**config.mk**
```make
export PLATFORM = sky130hd
export DESIGN_NAME = bdq_ctrl
export DESIGN_NICKNAME = d
export VERILOG_FILES = /design/src/hw/rtl/bdq_pkg.sv /design/src/hw/rtl/bdq_ctrl.sv
export SDC_FILE = /design/constraint.sdc
export NUM_CORES = 1
export LEC_CHECK = 0
export ABC_AREA = 1
export BUFFER_PORTS_ARGS = -buffer_cell sky130_fd_sc_hd__buf_2
export CORE_AREA = 2 2 39 41
export CTS_BUF_LIST = sky130_fd_sc_hd__clkbuf_16
export CTS_CLUSTER_SIZE = 40
export DETAILED_ROUTE_END_ITERATION = 12
export DIE_AREA = 0 0 41 43
export SLEW_MARGIN = 10
export SYNTH_ARGS = -nofsm -noshare
export SYNTH_HDL_FRONTEND = slang
export SYNTH_SLANG_ARGS = --single-unit
```
**constraint.sdc**
```tcl
create_clock -name clk_i -period 2.1 [get_ports clk_i]
set_input_delay 0.21 -clock clk_i [delete_from_list [all_inputs] [get_ports clk_i]]
set_output_delay 0.21 -clock clk_i [all_outputs]
set_load 0.02 [all_outputs]
```
**src/hw/rtl/bdq_pkg.sv**
```systemverilog
package bdq_pkg;

  localparam int unsigned OpW     = 3;
  localparam int unsigned ValueW  = 31;
  localparam int unsigned AnswerW = 32;

  typedef enum logic [OpW-1:0] {
    OP_PUSH_FRONT = 3'd0,
    OP_PUSH_BACK  = 3'd1,
    OP_POP_FRONT  = 3'd2,
    OP_POP_BACK   = 3'd3,
    OP_SIZE       = 3'd4,
    OP_EMPTY      = 3'd5,
    OP_FRONT      = 3'd6,
    OP_BACK       = 3'd7
  } op_e;

  typedef enum logic [1:0] {
    ST_IDLE,
    ST_READ,
    ST_RESP
  } state_e;

  // controller -> datapath
  typedef struct packed {
    logic exec;      // request transfer this cycle
    logic take_mem;  // latch memory read data as the answer
  } cmd_t;

  // datapath -> controller, describes the request at the input
  typedef struct packed {
    logic needs_read;
    logic has_result;
  } stat_t;

endpackage

```
**src/hw/rtl/bdq_ctrl.sv**
```systemverilog
module bdq_ctrl (
  input  logic          clk_i,
  input  logic          rst_ni,
  input  logic          in_valid_i,
  output logic          in_ready_o,
  output logic          out_valid_o,
  input  logic          out_ready_i,
  input  bdq_pkg::stat_t stat_i,
  output bdq_pkg::cmd_t  cmd_o
);
  import bdq_pkg::*;

  state_e state_q, state_d;

  always_ff @(posedge clk_i or negedge rst_ni) begin
    if (!rst_ni) begin
      state_q <= ST_IDLE;
    end else begin
      state_q <= state_d;
    end
  end

  always_comb begin
    state_d      = state_q;
    in_ready_o   = 1'b0;
    out_valid_o  = 1'b0;
    cmd_o        = '0;
    case (state_q)
      ST_IDLE: begin
        in_ready_o = 1'b1;
        if (in_valid_i) begin
          cmd_o.exec = 1'b1;
          if (stat_i.needs_read) begin
            state_d = ST_READ;
          end else if (stat_i.has_result) begin
            state_d = ST_RESP;
          end
        end
      end
      ST_READ: begin
        cmd_o.take_mem = 1'b1;
        state_d        = ST_RESP;
      end
      ST_RESP: begin
        out_valid_o = 1'b1;
        if (out_ready_i) begin
          state_d = ST_IDLE;
        end
      end
      default: begin
        state_d = ST_IDLE;
      end
    endcase
  end

endmodule

```
==> results of run 1 <==
cells by family (layout without fill, tap and decap cells):
| group | Yosys count | in the layout | share of synthesized area |
|---|---|---|---|
| and+or+nand+nor | 10 | 10 | 0.402 |
| buffers and inverters | 7 | 20 | 0.206 |
| DFF | 2 | 2 | 0.392 |
power by group:
group / leakage, nW / internal (W) / total (W) / switching [W]
sequential: 0.0261 / 0.0000447 / 0.0000496 / 0.00000488
clock: 0.0370 / 0.000242 / 0.000284 / 0.0000423
combinational: 0.100 / 0.0000237 / 0.0000658 / 0.0000421
cells in the final DEF, fill, tap and decap left out, types with 2 or more instances in the layout:
cell type	netlist	layout
buf_2	0	9
clkbuf_16	0	3
dfrtp_1	2	2
inv_1	6	6
nand2_1	2	2
nor2_1	4	4
how the worst max path moves through the flow:
stage | endpoint | slack, ps
after floorplan | cmd_o[1] | 1090
after global placement | cmd_o[1] | 1100
after detailed placement | cmd_o[1] | 1110
after CTS | cmd_o[1] | 870
after global routing | cmd_o[1] | 810
final | cmd_o[1] | 870
through the flow:
stage / area [sq um] / hold WS [ps] / power, W / util / setup WS (ps)
2_1_floorplan: 128 / -85.6 / 0.0000923 / - / 1090
3_5_place_dp: 193 / -0.985 / 0.000114 / 0.139 / 1110
6_report: 278 / 228 / 0.000400 / 0.201 / 870
5_1_grt: 278 / 243 / 0.000422 / 0.201 / 812
3_3_place_gp: 193 / -3.60 / 0.000114 / 0.139 / 1100
4_1_cts: 278 / 226 / 0.000405 / 0.201 / 867
critical path, delay by kind of cell (launching register included):
kind / cells / cell delay (ps)
DFF: 1 / 380
buffers and inverters: 2 / 260
and+or+nand+nor: 2 / 170
cell type report:
class | instances | area, sq um | share of cell area
clock buffer | 3 | 75.1 | 0.270
inverter | 7 | 26.3 | 0.0946
multi-input combinational | 10 | 51.3 | 0.185
sequential | 2 | 50.0 | 0.180
tap | 16 | 20.0 | 0.0721
timing repair buffer | 10 | 55.1 | 0.198
per-layer routing:
metal	track usage	part of all wire	vias up
met1	0.0675	0.46	57
met4	0.120	0.029	0
met3	0.0471	0.15	2
met5	0	0	-
met2	0.0500	0.36	11
li1	-	-	81
synthesized netlist by cell type:
| cell | n | area, sq um |
|---|---|---|
| nand3_1 | 1 | 5.00 |
| nand3b_1 | 1 | 7.51 |
| inv_1 | 6 | 22.5 |
| nor2_1 | 4 | 15.0 |
| dfrtp_1 | 2 | 50.1 |
| inv_2 | 1 | 3.75 |
| nand2_1 | 2 | 7.51 |
| nor3_2 | 1 | 10.0 |
| nand2_2 | 1 | 6.26 |
timing repair:
action	CTS	global route
setup buffers	0	0
gates resized for setup	0	0
hold buffers	1	0
endpoints found under the hold margin	2	0
==> impl_results.md, run 1 <==
- Status: finished, final reports clean
- Area of the core: 1380 sq um
- Hold WC Path Type: in -> reg
- Gpl congestion: 0.553
- Synth-to-Final Area Change: 118%
- Final Max Slew Viols: 0
- Layout Skew: 1.74 ps
- Post-Route WL: 342 microns
- Drt initial violations: 5
- Num ports: 10
- F_max: 813 MHz
- Hold_sp: stat_i[1]
- Reg-to-reg endpoint: state_q[0]$_DFFE_PN0P_
- DRT Pass-1 Iters: 4
- Crit-path cells: inv_1, nand2_2, nor2_1, buf_2
- Num CTS Buffers: 3
- WP data arrival: 1020 ps
- Worst ir drop on vdd: 0.385 mV
- Largest net degree at the start of global routing: 4
- Slowest cell on crit path: dfrtp_1
- Clock-pin transition on the worst setup and hold timing paths: 30 ps
- Max reg flops: 2
- Distinct cells, synth: 9
- Antenna diode count: 0
- Leak Pwr: 0.163 nW
- H-tree depth: 1
- Post-route DRC: 0
- YS warnings: 0
- PortBufs: 9
- Register bit total from synthesis: 2
- Final number of setup-violating endpoints: 0
- Fin cells: 48
- Worst EP required: 1890 ps
- Vias per inst: 3.15
- Crit-path max cell delay: 380 ps
- Cells after Synth: 19
- FILL cells: 148
- Final Hold Viols: 0
- Die area: 1760 sq um
- Crit Reg-Reg Startpoint: state_q[0]$_DFFE_PN0P_
- Total track usage: 0.0643
- Die span in x: 41 microns
- Total power per unit cell area: 1440 nW/um^2
- Fin crit share: 0.586
- Worst Tran Pin Value: 110 ps
- TritonCTS clock tree: built
- Row cnt: 14
- Critical path type: reg -> out
- WL per Instance: 7.13 microns
- Vias in the first global route: 156
- Top Registers: state_q x2
- Placed Instances: 44
- Via count: 151
- Deepest clock path buffer count: 2
- Worst Hold Path Cells: 3
- Root buf cell: clkbuf_16
- Most flops, register: state_q
- RSZ-0062 raised after global routing: no
- Fraction of layout cells with a size suffix above 1: 0.469
- Clk_lat worst skew: 220 ps
- R2r worst-path depth: 3
- First-pass GRT wire length: 593 microns
- Startpoint types: flip-flop
- Max-slew headroom: 0.926
- Crit path capture type: primary output
- Global route overflow: 0
- Die height: 43 microns
- Final ANT Viol Nets: 0
- Final nets: 40
- TNS Setup: 0 ps
- Maximum fanout along the worst path: 3
- Mapped cell area: 128 sq um
- Hold path endpoint: state_q[0]$_DFFE_PN0P_
- Reg2Reg Setup Slack: 1380 ps
- CTS Sinks: 2
- Min cycle time layout: 1230 ps
- Max_cap viols: 0
- Avg Inst Size Synth: 6.72 sq um
- Critical Path Source: state_q[0]$_DFFE_PN0P_
- Register area share after synthesis: 0.392
- Syn_nets: 25
- Starting Density: 0.0922
- Antenna violations before repair: 0
Note: power is estimated with default switching activity, not from simulation.
==> run 2: changes to the inputs <==
==> constraint.sdc (replaced) <==
create_clock -name clk_i -period 1.29 [get_ports clk_i]
set_input_delay 0.129 -clock clk_i [delete_from_list [all_inputs] [get_ports clk_i]]
set_output_delay 0.129 -clock clk_i [all_outputs]
set_load 0.02 [all_outputs]
==> run 2 against run 1 <==
Net effect: sequential power increased by 64%; cell area unchanged; sequential cell count unchanged; first-iteration DRC count increased to 4.0 times the previous value; wire length increased by 9.1%; hold slack got worse by 80 ps.
==> impl_results.md, run 2 (synthesis gave the netlist of run 1 again) <==
- Crit path capture type: primary output
- Slowest cell on crit path: dfrtp_1
- Max reg flops: 2
- TNS Setup: 0 ps
- Maximum fanout along the worst path: 3
- Post-Route WL: 373 microns
- Sw frac: 0.223
- Fin crit share: 0.893
- Worst Tran Pin Value: 125 ps
- Placed Instances: 44
- Vias in the first global route: 147
- Crit Reg-Reg Startpoint: state_q[1]$_DFFE_PN0P_
- RSZ-0062 raised after global routing: no
- DRT Pass-1 Iters: 5
- Clk_lat worst skew: 220 ps
- Antenna diode count: 0
- Startpoint types: flip-flop
- H-tree depth: 1
- Critical path type: reg -> out
- Worst EP required: 1160 ps
- R2r worst-path depth: 3
- Worst Hold Path Cells: 3
- CTS Sinks: 2
- Area of the core: 1380 sq um
- Total power: 0.000651 W
- Most flops, register: state_q
- Fin cells: 48
- First-pass GRT wire length: 565 microns
- Antenna violations before repair: 0
- TritonCTS clock tree: built
- Total track usage: 0.0632
- # resized after CTS: 0
- Most common cell after layout, fill and taps aside: buf_2
- Reg-to-reg endpoint: state_q[0]$_DFFE_PN0P_
- Die height: 43 microns
- Top Registers: state_q x2
- Largest net degree at the start of global routing: 4
- Synth-to-Final Area Change: 118%
- Int Power: 0.000505 W
- Drt initial violations: 20
- Num ports: 10
- WP data arrival: 1020 ps
- Deepest clock path buffer count: 2
- Post-CTS Setup Bufs: 0
- Crit-path max cell delay: 390 ps
- Reg2Reg Setup Slack: 550 ps
- Global route overflow: 0
- Vias per inst: 3.25
- Post-route DRC: 0
- Worst path buffer plus inverter count: 2
- Cell area after layout: 278 sq um
- Starting Density: 0.0922
- Fraction of layout cells with a size suffix above 1: 0.469
- Hold WC Path Type: in -> reg
- P_sw: 0.000145 W
- Detailed placer's ending HPWL: 249 microns
- F_max: 868 MHz
- Hold bufs inserted after CTS: 1
- Final number of setup-violating endpoints: 0
- Hold_sp: stat_i[1]
- WL per Instance: 7.77 microns
- Root buf cell: clkbuf_16
- Layout Skew: 0.594 ps
- Placed Area: 193 sq um
- Num CTS Buffers: 3
- Part of the power in combinational logic: 0.166
- Via count: 156
- Sequential power share: 0.125
- Worst ir drop on vdd: 0.663 mV
- Status: finished, final reports clean
- Final nets: 40
- Die span in x: 41 microns
- Final ANT Viol Nets: 0
- Max-slew headroom: 0.916
- Leak Pwr: 0.163 nW
- Clock-pin transition on the worst setup and hold timing paths: 30 ps
- Delay-heaviest family, CP: flip-flops
- PortBufs: 9
- Clock power frac: 0.709
- Crit-path cells: inv_2, nand2_2, nor2_1, buf_2
- Commonest non-fill, non-tap cells in the layout: buf_2 (9), inv_1 (6), nor2_1 (4), clkbuf_16 (3)
- Row cnt: 14
- Total power per unit cell area: 2340 nW/um^2
- Hold path endpoint: state_q[0]$_DFFE_PN0P_
- Final Hold Viols: 0
- Min cycle time layout: 1150 ps
- Gpl congestion: 0.550
- Final Max Slew Viols: 0
- Die area: 1760 sq um
- Max_cap viols: 0
[run 2: cell counts in the layout (fill, tap and decap cells not counted)]
No cell type changed its count.
[run 2: power groups by stage]
| stage | registers, W | logic [W] | clock network, W |
|---|---|---|---|
| 4_1_cts | 0.0000805 | 0.000108 | 0.000472 |
| 2_1_floorplan | 0.0000800 | 0.0000702 | 0 |
| 3_5_place_dp | 0.0000810 | 0.000105 | 0 |
| 3_3_place_gp | 0.0000805 | 0.000104 | 0 |
| 6_report | 0.0000812 | 0.000108 | 0.000462 |
| 5_1_grt | 0.0000817 | 0.000119 | 0.000473 |
[run 2: through the flow]
stage	util	setup WS, ps	hold slack [ps]
global route	0.201	80.7	168
CTS	0.201	142	146
floorplan	-	365	-167
detailed placement	0.139	384	-84.3
finish	0.201	138	148
global placement	0.139	375	-84.5
[run 2: tightest hold or removal path, delay by kind of cell]
| family | cells | cell delay, ps |
|---|---|---|
| buffers and inverters | 2 | 150 |
| and+or+nand+nor | 1 | 40 |
[run 2: cell type report]
| type | count | area (sq um) |
|---|---|---|
| flip-flops and latches | 2 | 50.0 |
| clock buffers | 3 | 75.1 |
| multi-input cells | 10 | 51.3 |
| repair buffers | 10 | 55.1 |
| fillers | 154 | 1110 |
| inverters | 7 | 26.3 |
| well taps | 16 | 20.0 |
[run 2: metal layers]
layer  vias to the layer above  global-route usage  part of all wire
met5                         -                   0                 0
met4                         0               0.120                 0
met3                         0              0.0471              0.13
met2                        12              0.0500              0.42
met1                        64              0.0641              0.45
li1                         80                   -                 -
[run 2: how the worst max path moves through the flow]
stage                                       from  cells past startpoint        to  slack [ps]
after CTS                 state_q[0]$_DFFE_PN0P_                      4  cmd_o[1]         140
after floorplan           state_q[1]$_DFFE_PN0P_                      3  cmd_o[1]         360
after global placement    state_q[0]$_DFFE_PN0P_                      4  cmd_o[1]         370
final                     state_q[1]$_DFFE_PN0P_                      4  cmd_o[1]         140
after detailed placement  state_q[1]$_DFFE_PN0P_                      4  cmd_o[1]         380
after global routing      state_q[0]$_DFFE_PN0P_                      4  cmd_o[1]          80
==> run 3: changes to the inputs <==
--- a/config.mk
+++ b/config.mk
@@ -5,7 +5,7 @@
 export SDC_FILE = /design/constraint.sdc
 export NUM_CORES = 1
 export LEC_CHECK = 0
-export ABC_AREA = 1
+export ABC_AREA = 0
 export BUFFER_PORTS_ARGS = -buffer_cell sky130_fd_sc_hd__buf_2
 export CORE_AREA = 2 2 39 41
 export CTS_BUF_LIST = sky130_fd_sc_hd__clkbuf_16
==> run 3 against run 2 <==
Net effect: die area unchanged; critical path depth is 1 lower; utilization shrank 1.7 points; worst setup slack lost 42 ps; largest cell class unchanged; global-route usage shrank 1.7 points; register-to-register slack worse by 50 ps; wire length decreased by 29%; hold slack better by 8.1 ps; first-iteration DRC count fell by 90%; via count shrank 20%; clock-buffer cell count stayed put.
==> impl_results.md, run 3 <==
- Most common cell in the netlist: dfrtp_1
- WL per Instance: 6.82 microns
- Critical path type: reg -> out
- Crit-path max cell delay: 390 ps
- H-tree depth: 1
- Post-synth ARST share: 1.00
- Largest net degree at the start of global routing: 5
- Hold WC Path Type: in -> reg
- Final ANT Viol Nets: 0
- Avg Inst Size Synth: 10.4 sq um
- Vias in the first global route: 119
- Max_cap viols: 0
- Worst ir drop on vdd: 0.386 mV
- Slowest cell on crit path: dfrtp_1
- Crit path capture type: primary output
- Post-CTS Setup Bufs: 0
- # resized after CTS: 0
- Crit-path cells: nor2_2, and2_1, buf_2
- Layout Skew: 0.295 ps
- Maximum fanout along the worst path: 4
- Via count: 125
- Die area: 1760 sq um
- Num ports: 10
- Area of the core: 1380 sq um
- Worst path buffer plus inverter count: 1
- Die span in x: 41 microns
- Row cnt: 14
- Antenna diode count: 0
- Area leader, netlist: dfrtp_1
- Fraction of layout cells with a size suffix above 1: 0.609
- Most flops, register: state_q
- F_max: 838 MHz
- Final Hold Viols: 0
- Worst EP required: 1160 ps
- Util after Layout: 0.184
- Register bit total from synthesis: 2
- Starting Density: 0.0750
- Fin crit share: 0.925
- Clock-pin transition on the worst setup and hold timing paths: 30 ps
- Distinct cells, synth: 9
- Total power per unit cell area: 2940 nW/um^2
- Clk_lat worst skew: 220 ps
- TNS Setup: 0 ps
- Cells after Synth: 10
- Syn_nets: 16
- Ranking of synthesized cells by area: dfrtp_1 (48%), and2b_2 (8.4%), nand3b_1 (7.2%), o21a_1 (7.2%), and2_1 (6.0%)
- PortBufs: 9
- Top Registers: state_q x2
- DRT Pass-1 Iters: 2
- Hold Slack: 156 ps
- Final number of setup-violating endpoints: 0
- Mapped cell area: 104 sq um
- Total power: 0.000747 W
- Final nets: 31
- Post-synth EDFFs: 0
- Hold bufs inserted after CTS: 1
- CTS Sinks: 2
- Delay-heaviest family, CP: flip-flops
- Synth top area share: 0.482
- Max-slew headroom: 0.903
- Primary FF master, synth: dfrtp_1
- Num CTS Buffers: 3
- Final Max Slew Viols: 0
- Register area share after synthesis: 0.482
- Cell area after layout: 254 sq um
- Startpoint types: flip-flop
- Vias per inst: 3.21
- Root buf cell: clkbuf_16
- Synth-to-Final Area Change: 145%
- Status: finished, final reports clean
- Global route overflow: 0
- Commonest non-fill, non-tap cells in the layout: buf_2 (9), clkbuf_16 (3), dfrtp_1 (2)
- Antenna violations before repair: 0
- Max reg flops: 2
- Worst Hold Path Cells: 2
- RSZ-0062 raised after global routing: no
- R2r worst-path depth: 2
- Post-route DRC: 0
- Detailed placer's ending HPWL: 217 microns
- Leak Pwr: 0.127 nW
- TritonCTS clock tree: built
- WP data arrival: 1060 ps
- Placed Area: 169 sq um
- Drt initial violations: 2
- Deepest clock path buffer count: 2
- Min cycle time layout: 1190 ps
- First-pass GRT wire length: 393 microns
- Gpl congestion: 0.522
- YS warnings: 0
- Number of cells on the critical path: 3
- Post-Route WL: 266 microns
- Die height: 43 microns
- Most common cell after layout, fill and taps aside: buf_2
- Worst Tran Pin Value: 145 ps
- Total track usage: 0.0461
run 3: logic make-up after synthesis:
family	synth area share
AO/OA/AOI/OAI	0.120
flip-flops	0.482
AND/OR/NAND/NOR	0.398
run 3: final timing paths:
kind	startpoint	endpoint	slack, ps
max in group asynchronous	rst_ni	state_q[0]$_DFFE_PN0P_	970
setup / recovery	state_q[0]$_DFFE_PN0P_	cmd_o[1]	100
hold / removal	stat_i[1]	state_q[0]$_DFFE_PN0P_	160
setup reg to reg	state_q[0]$_DFFE_PN0P_	state_q[0]$_DFFE_PN0P_	500
hold reg to reg	state_q[0]$_DFFE_PN0P_	state_q[1]$_DFFE_PN0P_	580
min in group asynchronous	rst_ni	state_q[1]$_DFFE_PN0P_	220
run 3: metrics by stage:
step                      setup WS [ps]  std cells
after global placement              327         35
after CTS                          88.3         39
after floorplan                     226         10
final                              96.7         39
after global routing               45.7         39
after detailed placement            319         35
run 3: cell type report:
class	count	area, sq um
Sequential cell	2	50.0
Timing Repair Buffer	10	55.1
Clock buffer	3	75.1
Tap cell	16	20.0
Multi-Input combinational cell	8	53.8
Fill cell	153	1130
run 3: power by group:
group	internal, W	switching (W)	total (W)
logic	0.0000764	0.000106	0.000183
registers	0.0000842	0.0000207	0.000105
clock network	0.000394	0.0000654	0.000459
run 3: layer usage:
layer  vias to the layer above  share of wire  GRT usage
met2                         7           0.48     0.0500
met1                        56           0.35     0.0192
li1                         60              -          -
met5                         -              0          0
met4                         0          0.071      0.120
met3                         2          0.098     0.0314
